$ cat config.mk
export PLATFORM = sky130hd
export DESIGN_NAME = sample_window_statistics
export DESIGN_NICKNAME = d
export VERILOG_FILES = /design/src/design/sws_pkg.sv /design/src/design/sws_div.sv /design/src/design/sws_dp.sv /design/src/design/sws_ctrl.sv /design/src/design/sample_window_statistics.sv
export SDC_FILE = /design/constraint.sdc
export NUM_CORES = 2
export LEC_CHECK = 0
export ABC_AREA = 0
export BUFFER_PORTS_ARGS = -buffer_cell sky130_fd_sc_hd__buf_2
export CAP_MARGIN = 5
export CORE_UTILIZATION = 49
export CTS_BUF_LIST = sky130_fd_sc_hd__clkbuf_4 sky130_fd_sc_hd__clkbuf_8 sky130_fd_sc_hd__clkbuf_16
export CTS_CLUSTER_DIAMETER = 80
export DETAILED_ROUTE_END_ITERATION = 8
export HOLD_SLACK_MARGIN = 0.06
export PLACE_DENSITY = 0.66
export SLEW_MARGIN = 20
export SYNTH_ARGS = -nofsm -noshare
export SYNTH_HDL_FRONTEND = slang
export SYNTH_SLANG_ARGS = --single-unit
$ cat constraint.sdc
create_clock -name aclk -period 50.9 [get_ports aclk]
set_input_delay 5.09 -clock aclk [delete_from_list [all_inputs] [get_ports aclk]]
set_output_delay 5.09 -clock aclk [all_outputs]
set_load 0.03 [all_outputs]
$ cat src/design/sws_pkg.sv
package sws_pkg;

    localparam int WINDOW_DEF = 16;
    localparam logic [15:0] COUNT_MAX = 16'hFFFF;
    localparam logic [15:0] MIN_SAMPLES_RST = 16'd1;

    localparam logic CMD_FEED  = 1'b0;
    localparam logic CMD_CLEAR = 1'b1;

    // what to do with the ring word, which arrives in the cycle after the read
    localparam logic [2:0] OP_NONE      = 3'd0;
    localparam logic [2:0] OP_OLD       = 3'd1;
    localparam logic [2:0] OP_ACC_FIRST = 3'd2;
    localparam logic [2:0] OP_ACC       = 3'd3;
    localparam logic [2:0] OP_CAND      = 3'd4;
    localparam logic [2:0] OP_CMP       = 3'd5;

    typedef struct packed {
        logic              command;
        logic signed [31:0] sample;
    } in_t;

    typedef struct packed {
        logic [15:0]        sample_count;
        logic [4:0]         filled_length;
        logic               stats_ready;
        logic               have_any;
        logic signed [31:0] mean_value;
        logic signed [31:0] median_value;
        logic signed [31:0] minimum_value;
        logic signed [31:0] maximum_value;
        logic signed [31:0] oldest_value;
        logic signed [31:0] newest_value;
    } out_t;

    typedef struct packed {
        logic       accept;
        logic       rd_en;
        logic [2:0] op;
        logic       check;
        logic       div_start;
        logic       out_load;
    } cmd_t;

    typedef struct packed {
        logic ready;
        logic any;
        logic div_busy;
        logic out_stall;
    } status_t;

endpackage

$ cat src/design/sws_div.sv
module sws_div #(
    parameter int NW = 37,
    parameter int DW = 5
) (
    input  logic          aclk,
    input  logic          aresetn,
    input  logic          start,
    input  logic [NW-1:0] dividend,
    input  logic [DW-1:0] divisor,
    output logic          busy,
    output logic [NW-1:0] quotient
);

    localparam int CW = $clog2(NW + 1);

    logic          busy_reg, busy_next;
    logic [CW-1:0] cnt_reg, cnt_next;
    logic [DW-1:0] rem_reg, rem_next;
    logic [NW-1:0] q_reg, q_next;
    logic [DW:0]   trial;
    logic          fits;

    // one quotient bit per cycle, restoring
    always_comb begin
        trial     = {rem_reg, q_reg[NW-1]};
        fits      = trial >= {1'b0, divisor};
        busy_next = busy_reg;
        cnt_next  = cnt_reg;
        rem_next  = rem_reg;
        q_next    = q_reg;
        if (start) begin
            busy_next = 1'b1;
            cnt_next  = CW'(NW);
            rem_next  = '0;
            q_next    = dividend;
        end else if (busy_reg) begin
            rem_next  = fits ? DW'(trial - {1'b0, divisor}) : trial[DW-1:0];
            q_next    = {q_reg[NW-2:0], fits};
            cnt_next  = cnt_reg - CW'(1);
            busy_next = cnt_reg != CW'(1);
        end
    end

    always_ff @(posedge aclk) begin
        if (!aresetn) begin
            busy_reg <= 1'b0;
            cnt_reg  <= '0;
        end else begin
            busy_reg <= busy_next;
            cnt_reg  <= cnt_next;
        end
        rem_reg <= rem_next;
        q_reg   <= q_next;
    end

    assign busy     = busy_reg;
    assign quotient = q_reg;

endmodule

$ cat src/design/sws_dp.sv
module sws_dp #(
    parameter int WINDOW = sws_pkg::WINDOW_DEF,
    parameter int AW = $clog2(WINDOW),
    parameter int LW = $clog2(WINDOW + 1)
) (
    input  logic             aclk,
    input  logic             aresetn,
    input  logic             cfg_write,
    input  logic [15:0]      cfg_data,
    input  sws_pkg::in_t     s_item,
    input  sws_pkg::cmd_t    cmd,
    input  logic [AW-1:0]    rd_addr,
    output sws_pkg::status_t sts,
    output logic [AW-1:0]    last_idx,
    output logic             m_valid,
    input  logic             m_ready,
    output sws_pkg::out_t    m_result
);

    localparam int SW = 33 + AW;

    logic signed [31:0] ring_mem [WINDOW];

    logic [15:0]        min_samples_reg;
    logic [15:0]        fed_count_reg;
    logic [AW-1:0]      write_slot_reg;
    logic signed [31:0] newest_reg, oldest_reg, rd_data_reg;
    logic signed [31:0] min_reg, max_reg, cand_reg, lo_reg, hi_reg;
    logic signed [SW-1:0] sum_reg;
    logic [LW-1:0]      lt_reg, eq_reg;
    logic [2:0]         op_reg;
    logic               sum_neg_reg;
    logic               m_valid_reg;
    sws_pkg::out_t      m_result_reg, m_result_next;

    logic [AW-1:0]      next_slot, oldest_slot, rd_addr_eff;
    logic [LW-1:0]      len, k_lo, k_hi;
    logic [LW:0]        lt_eq;
    logic [15:0]        need;
    logic               ready, any;
    logic [SW-1:0]      sum_mag, quotient;
    logic signed [32:0] med_sum, med_adj;
    logic signed [31:0] mean_v, median_v;
    logic               div_busy;

    assign next_slot = (write_slot_reg == AW'(WINDOW - 1)) ? '0 : write_slot_reg + AW'(1);
    assign len = (fed_count_reg > 16'(WINDOW)) ? LW'(WINDOW) : fed_count_reg[LW-1:0];
    assign need  = (min_samples_reg == '0) ? 16'd1 : min_samples_reg;
    assign ready = fed_count_reg >= need;
    assign any   = fed_count_reg != '0;
    assign oldest_slot = (fed_count_reg < 16'(WINDOW)) ? '0 : next_slot;
    assign rd_addr_eff = (cmd.op == sws_pkg::OP_OLD) ? oldest_slot : rd_addr;
    assign last_idx = AW'(len - LW'(1));
    assign k_lo  = (len - LW'(1)) >> 1;
    assign k_hi  = len >> 1;
    assign lt_eq = {1'b0, lt_reg} + {1'b0, eq_reg};

    // sum magnitude for the unsigned divider; sign restored afterwards
    assign sum_mag = sum_reg[SW-1] ? SW'(-sum_reg) : SW'(sum_reg);

    sws_div #(.NW(SW), .DW(LW)) u_div (
        .aclk     (aclk),
        .aresetn  (aresetn),
        .start    (cmd.div_start),
        .dividend (sum_mag),
        .divisor  (len),
        .busy     (div_busy),
        .quotient (quotient)
    );

    assign mean_v  = sum_neg_reg ? 32'(-quotient[31:0]) : quotient[31:0];
    assign med_sum = 33'(lo_reg) + 33'(hi_reg);
    assign med_adj = med_sum + 33'(med_sum[32]);
    assign median_v = med_adj[32:1];

    always_comb begin
        m_result_next.sample_count  = fed_count_reg;
        m_result_next.filled_length = 5'(len);
        m_result_next.stats_ready   = ready;
        m_result_next.have_any      = any;
        m_result_next.mean_value    = ready ? mean_v : '0;
        m_result_next.median_value  = ready ? median_v : '0;
        m_result_next.minimum_value = ready ? min_reg : '0;
        m_result_next.maximum_value = ready ? max_reg : '0;
        m_result_next.oldest_value  = any ? oldest_reg : '0;
        m_result_next.newest_value  = any ? newest_reg : '0;
    end

    always_ff @(posedge aclk) begin
        if (cmd.accept && s_item.command == sws_pkg::CMD_FEED) begin
            ring_mem[next_slot] <= s_item.sample;
        end
        if (cmd.rd_en) begin
            rd_data_reg <= ring_mem[rd_addr_eff];
        end
    end

    always_ff @(posedge aclk) begin
        if (!aresetn) begin
            min_samples_reg <= sws_pkg::MIN_SAMPLES_RST;
            fed_count_reg   <= '0;
            write_slot_reg  <= AW'(WINDOW - 1);
            op_reg          <= sws_pkg::OP_NONE;
            m_valid_reg     <= 1'b0;
        end else begin
            if (cfg_write) begin
                min_samples_reg <= cfg_data;
            end
            if (cmd.accept) begin
                if (s_item.command == sws_pkg::CMD_CLEAR) begin
                    fed_count_reg  <= '0;
                    write_slot_reg <= AW'(WINDOW - 1);
                end else begin
                    write_slot_reg <= next_slot;
                    if (fed_count_reg != sws_pkg::COUNT_MAX) begin
                        fed_count_reg <= fed_count_reg + 16'd1;
                    end
                end
            end
            op_reg <= cmd.rd_en ? cmd.op : sws_pkg::OP_NONE;
            if (cmd.out_load) begin
                m_valid_reg <= 1'b1;
            end else if (m_ready) begin
                m_valid_reg <= 1'b0;
            end
        end
    end

    always_ff @(posedge aclk) begin
        if (cmd.accept) begin
            newest_reg <= s_item.sample;
        end
        case (op_reg)
            sws_pkg::OP_OLD: begin
                oldest_reg <= rd_data_reg;
            end
            sws_pkg::OP_ACC_FIRST: begin
                sum_reg <= SW'(rd_data_reg);
                min_reg <= rd_data_reg;
                max_reg <= rd_data_reg;
            end
            sws_pkg::OP_ACC: begin
                sum_reg <= sum_reg + SW'(rd_data_reg);
                if (rd_data_reg < min_reg) min_reg <= rd_data_reg;
                if (rd_data_reg > max_reg) max_reg <= rd_data_reg;
            end
            sws_pkg::OP_CAND: begin
                cand_reg <= rd_data_reg;
                lt_reg   <= '0;
                eq_reg   <= '0;
            end
            sws_pkg::OP_CMP: begin
                if (rd_data_reg < cand_reg) begin
                    lt_reg <= lt_reg + LW'(1);
                end else if (rd_data_reg == cand_reg) begin
                    eq_reg <= eq_reg + LW'(1);
                end
            end
            default: begin
            end
        endcase
        if (cmd.check) begin
            // candidate holds every rank from lt up to lt+eq-1
            if ({1'b0, lt_reg} <= {1'b0, k_lo} && {1'b0, k_lo} < lt_eq) lo_reg <= cand_reg;
            if ({1'b0, lt_reg} <= {1'b0, k_hi} && {1'b0, k_hi} < lt_eq) hi_reg <= cand_reg;
        end
        if (cmd.div_start) begin
            sum_neg_reg <= sum_reg[SW-1];
        end
        if (cmd.out_load) begin
            m_result_reg <= m_result_next;
        end
    end

    assign sts.ready     = ready;
    assign sts.any       = any;
    assign sts.div_busy  = div_busy;
    assign sts.out_stall = m_valid_reg && !m_ready;
    assign m_valid  = m_valid_reg;
    assign m_result = m_result_reg;

endmodule

$ cat src/design/sws_ctrl.sv
module sws_ctrl #(
    parameter int WINDOW = sws_pkg::WINDOW_DEF,
    parameter int AW = $clog2(WINDOW)
) (
    input  logic             aclk,
    input  logic             aresetn,
    input  logic             s_valid,
    output logic             s_ready,
    input  sws_pkg::status_t sts,
    input  logic [AW-1:0]    last_idx,
    output sws_pkg::cmd_t    cmd,
    output logic [AW-1:0]    rd_addr
);

    localparam logic [3:0] ST_IDLE    = 4'd0;
    localparam logic [3:0] ST_PREP    = 4'd1;
    localparam logic [3:0] ST_OLDW    = 4'd2;
    localparam logic [3:0] ST_SCAN    = 4'd3;
    localparam logic [3:0] ST_SDRAIN  = 4'd4;
    localparam logic [3:0] ST_DIVGO   = 4'd5;
    localparam logic [3:0] ST_SWEEP   = 4'd6;
    localparam logic [3:0] ST_MDRAIN  = 4'd7;
    localparam logic [3:0] ST_CHECK   = 4'd8;
    localparam logic [3:0] ST_WAITDIV = 4'd9;
    localparam logic [3:0] ST_FINISH  = 4'd10;

    logic [3:0]    state_reg, state_next;
    logic [AW-1:0] i_reg, i_next, j_reg, j_next;

    always_comb begin
        state_next = state_reg;
        i_next     = i_reg;
        j_next     = j_reg;
        cmd        = '0;
        cmd.op     = sws_pkg::OP_NONE;
        rd_addr    = '0;
        s_ready    = 1'b0;
        case (state_reg)
            ST_IDLE: begin
                s_ready = 1'b1;
                if (s_valid) begin
                    cmd.accept = 1'b1;
                    state_next = ST_PREP;
                end
            end
            ST_PREP: begin
                i_next = '0;
                if (sts.any) begin
                    cmd.rd_en  = 1'b1;
                    cmd.op     = sws_pkg::OP_OLD;
                    state_next = ST_OLDW;
                end else begin
                    state_next = ST_FINISH;
                end
            end
            ST_OLDW: begin
                state_next = sts.ready ? ST_SCAN : ST_FINISH;
            end
            ST_SCAN: begin
                cmd.rd_en = 1'b1;
                rd_addr   = i_reg;
                cmd.op    = (i_reg == '0) ? sws_pkg::OP_ACC_FIRST : sws_pkg::OP_ACC;
                if (i_reg == last_idx) begin
                    state_next = ST_SDRAIN;
                end else begin
                    i_next = i_reg + AW'(1);
                end
            end
            ST_SDRAIN: begin
                state_next = ST_DIVGO;
            end
            ST_DIVGO: begin
                cmd.div_start = 1'b1;
                cmd.rd_en     = 1'b1;
                cmd.op        = sws_pkg::OP_CAND;
                i_next        = '0;
                j_next        = '0;
                state_next    = ST_SWEEP;
            end
            ST_SWEEP: begin
                cmd.rd_en = 1'b1;
                rd_addr   = j_reg;
                cmd.op    = sws_pkg::OP_CMP;
                if (j_reg == last_idx) begin
                    state_next = ST_MDRAIN;
                end else begin
                    j_next = j_reg + AW'(1);
                end
            end
            ST_MDRAIN: begin
                state_next = ST_CHECK;
            end
            ST_CHECK: begin
                cmd.check = 1'b1;
                if (i_reg == last_idx) begin
                    state_next = ST_WAITDIV;
                end else begin
                    i_next     = i_reg + AW'(1);
                    j_next     = '0;
                    cmd.rd_en  = 1'b1;
                    rd_addr    = i_reg + AW'(1);
                    cmd.op     = sws_pkg::OP_CAND;
                    state_next = ST_SWEEP;
                end
            end
            ST_WAITDIV: begin
                if (!sts.div_busy) state_next = ST_FINISH;
            end
            ST_FINISH: begin
                if (!sts.out_stall) begin
                    cmd.out_load = 1'b1;
                    state_next   = ST_IDLE;
                end
            end
            default: begin
                state_next = ST_IDLE;
            end
        endcase
    end

    always_ff @(posedge aclk) begin
        if (!aresetn) begin
            state_reg <= ST_IDLE;
            i_reg     <= '0;
            j_reg     <= '0;
        end else begin
            state_reg <= state_next;
            i_reg     <= i_next;
            j_reg     <= j_next;
        end
    end

endmodule

$ cat src/design/sample_window_statistics.sv
// Flow per transaction: on an empty window the result loads without reading the ring; when
// statistics are not ready, only the oldest entry is read; with statistics ready, the filled
// entries are scanned, then the median rank search runs with the mean divider working beside
// it. Throughput: one transaction at a time; the next is accepted at the edge after the result
// loads, later while an unread result holds the output.
// Reset (aresetn, synchronous, active low): window empty, min_samples = 1, no result.
module sample_window_statistics #(
    parameter int WINDOW = sws_pkg::WINDOW_DEF
) (
    input  logic          aclk,
    input  logic          aresetn,
    input  logic          s_valid,
    output logic          s_ready,
    input  sws_pkg::in_t  s_item,
    output logic          m_valid,
    input  logic          m_ready,
    output sws_pkg::out_t m_result,
    input  logic          cfg_write,
    input  logic [15:0]   cfg_data
);

    // ring address and filled-length widths
    localparam int AW = $clog2(WINDOW);
    localparam int LW = $clog2(WINDOW + 1);

    sws_pkg::cmd_t    cmd;
    sws_pkg::status_t sts;
    logic [AW-1:0]    rd_addr;
    logic [AW-1:0]    last_idx;

    // Controller: accept a transaction, read the oldest entry if there is one, and
    // if statistics are ready scan the filled entries for sum, minimum and maximum,
    // start the divider and walk every candidate against every entry to find the
    // middle ranks. Hold the finished result until the output register is free.
    sws_ctrl #(.WINDOW(WINDOW), .AW(AW)) u_ctrl (
        .aclk     (aclk),
        .aresetn  (aresetn),
        .s_valid  (s_valid),
        .s_ready  (s_ready),
        .sts      (sts),
        .last_idx (last_idx),
        .cmd      (cmd),
        .rd_addr  (rd_addr)
    );

    // Datapath: sample ring, counters, accumulators, rank counters, divider and
    // the output register that parts the result side from the input side.
    sws_dp #(.WINDOW(WINDOW), .AW(AW), .LW(LW)) u_dp (
        .aclk      (aclk),
        .aresetn   (aresetn),
        .cfg_write (cfg_write),
        .cfg_data  (cfg_data),
        .s_item    (s_item),
        .cmd       (cmd),
        .rd_addr   (rd_addr),
        .sts       (sts),
        .last_idx  (last_idx),
        .m_valid   (m_valid),
        .m_ready   (m_ready),
        .m_result  (m_result)
    );

endmodule

==> flow_summary.ini <==
[power_and_ir_drop]
internal_power_mw = 1.79
p_sw_share_pct = 30.3
p_leak_nw = 21.7
pwr-share-comb_pct = 21.8
p_clk_share_pct = 32.2
p_per_area_nw_per_um2 = 43.8
p_seq_share_pct = 46.0
vdd_ir_drop_max_mv = 0.0356
power_switching_uw = 780

[sta]
hold_slack_ns = 0.478
setup_viol = 0
rsz0062_at_grt = false
slew_headroom_pct = 27.1
hold_violations = 0
fmax_mhz = 140
finalSetupTns_ns = 0
post-route-min-period_ns = 7.13
slew_viol_final = 0
finClkSkew_ns = 0.0299
fin_crit_sh_pct = 14.0
worst_slew_pin_slew_ns = 1.09

[cts]
clkSinkCount = 1132
cts_inserted_buffers = 117
clk_pin_slew_ns = 0.06
cts_hold_buf = 0
cts_resized = 0
clock_path_buffers = 3
cts_tree = done
cts_root_buf = clkbuf_16
htreeDepth = 3
clk_latency_ns = 0.72
post_cts_buffers = 0

[detailed_routing]
dr.pass1.iters = 7
vias = 33200
wire_per_inst_um = 20.9
drt-initial-drc-count = 3053
drcViolationCount = 0
wirelength_mm = 124
drt-vias-per-instance = 5.61
final_antenna_net_count = 0

[layout]
largest_register_ffs = 512
area_growth_pct = 13.5
final_common_cell = edfxtp_1
final_core_util_pct = 56.4
nets = 4717
layout_common_cells = 1068 x edfxtp_1, 643 x nand2_1, 271 x nor2_1, 270 x buf_2, 253 x a21oi_1
fillers = 8420
drive_above_1_share_pct = 13.1
final_cell_count_no_fill = 5915

[setup_path]
worstPathRequired_ns = 45.81
slowest_stage = nor4_1
slowest_delay_ns = 0.58
crit_fanout = 15
crit_family = simple AND/OR/NAND/NOR gates
end_kind = primary output
path_cells = nor4_1 > buf_2
crit_path_start_kind = flip-flop
cp.buffers_inverters = 1
cp.arrival_ns = 2.04
critPathKind = reg -> out

[logic_synthesis]
synth_top_cell_by_area = edfxtp_1
synth_seq_cells = 1132
async_flop_share_pct = 0
synthCells = 4163
netlist-cell-type-count = 93
syn-num-nets = 4442
synth_area_um2 = 51700
avgSynthCellArea_um2 = 12.4
synth.area.top_cells = edfxtp_1 62%, ha_1 5.3%, nand2_1 4.7%
ys.flop_type = edfxtp_1
synth-edff-count = 1068
netlist.area_leader.share_pct = 62.0
synth_seq_area_share_pct = 64.5
yosys_warnings = 0

[die]
num_rows = 118
die_x_um = 327
io_pins = 271
dieArea_um2 = 107000
start_util_pct = 49.7
die_h_um = 327
core_um2 = 104000

[place]
place.gp.congestion = 0.862
io_buffer_count = 270
dp.cells = 5689
hpwl_mm = 80.2

[global_routing]
grt_start_max_net_pins = 182
antenna_found_initial = 5
grt_first_pass_wirelength_mm = 187
first_global_vias = 31700
grt_overflow = 0
grt_usage_pct = 22.8

[run]
drv_cap = 0

[min_path]
hold_path_class = reg -> reg

[outcome]
outcome = completed
## cell families after synthesis
logic type / after synthesis / synth area share (%)
DFF: 1132 / 64.5
buffers and inverters: 349 / 2.76
and+or+nand+nor: 1429 / 12.9
adders and majority gates: 225 / 5.50
muxes: 131 / 2.54
xor gates and xnor gates: 170 / 2.90
AOI/OAI and AO/OA: 727 / 8.96
## synthesized netlist by cell type, types with 12 or more instances
cell      instances
a211oi_1         14
a21o_1           58
a21oi_1         254
a31oi_1          20
a32oi_1          32
and2_1           23
and3_1           17
buf_2            46
clkbuf_1        109
dfxtp_1          64
edfxtp_1       1068
ha_1            221
inv_1           174
mux2i_1         128
nand2_1         645
nand2b_1         39
nand3_1          80
nand3b_1         38
nand4_1          42
nor2_1          289
nor2b_1         100
nor3_1           45
nor4_1           20
o21a_1           23
o21ai_0         151
o21ai_1          12
o221ai_1         33
o31ai_1          29
or3_1            26
xnor2_1          56
xor2_1          113
## metrics by stage
stage | setup slack (ns) | power (mW) | instance area (um2)
floorplan | 30.24 | 1.57 | 51700
global placement | 43.19 | 1.74 | 54700
detailed placement | 43.16 | 1.76 | 54700
CTS | 43.70 | 2.58 | 58500
global route | 43.59 | 2.69 | 58700
finish | 43.77 | 2.57 | 58700
## power by group through the flow
stage	Sequential (mW)	Combinational, mW	Clock (mW)
floorplan	1.20	0.363	0
global placement	1.20	0.545	0
detailed placement	1.20	0.556	0
CTS	1.18	0.559	0.841
global route	1.19	0.623	0.876
finish	1.18	0.561	0.829
## worst paths after layout
path                         start             endpoint  depth (start not counted)  slack [ns]
min              u_dp.cand_reg[15]      u_dp.hi_reg[15]                          0        0.48
max reg2reg  u_dp.fed_count_reg[0]  u_dp.rd_data_reg[9]                         17       44.77
min reg2reg      u_dp.cand_reg[15]      u_dp.hi_reg[15]                          0        0.48
max            u_ctrl.state_reg[0]              s_ready                          2       43.77
## per-layer routing
metal	up-vias	GRT usage [%]	routed length (um)
met2	1001	37.1	58200
met1	16100	31.5	54400
met5	-	0	21
li1	15800	-	-
met3	200	3.98	7640
met4	4	6.58	3350
## layout make-up
| type | count | area, um2 | share of cell area [%] |
|---|---|---|---|
| diodes | 1 | 2.50 | 0.00426 |
| clock buffers | 141 | 3130 | 5.33 |
| clock inverters | 74 | 618 | 1.05 |
| inverters | 175 | 657 | 1.12 |
| multi-input cells | 2682 | 17200 | 29.3 |
| flip-flops and latches | 1132 | 33400 | 56.8 |
| well taps | 1380 | 1730 | 2.94 |
| repair buffers | 330 | 2050 | 3.49 |
No activity file was read; power rests on OpenSTA's default activity.
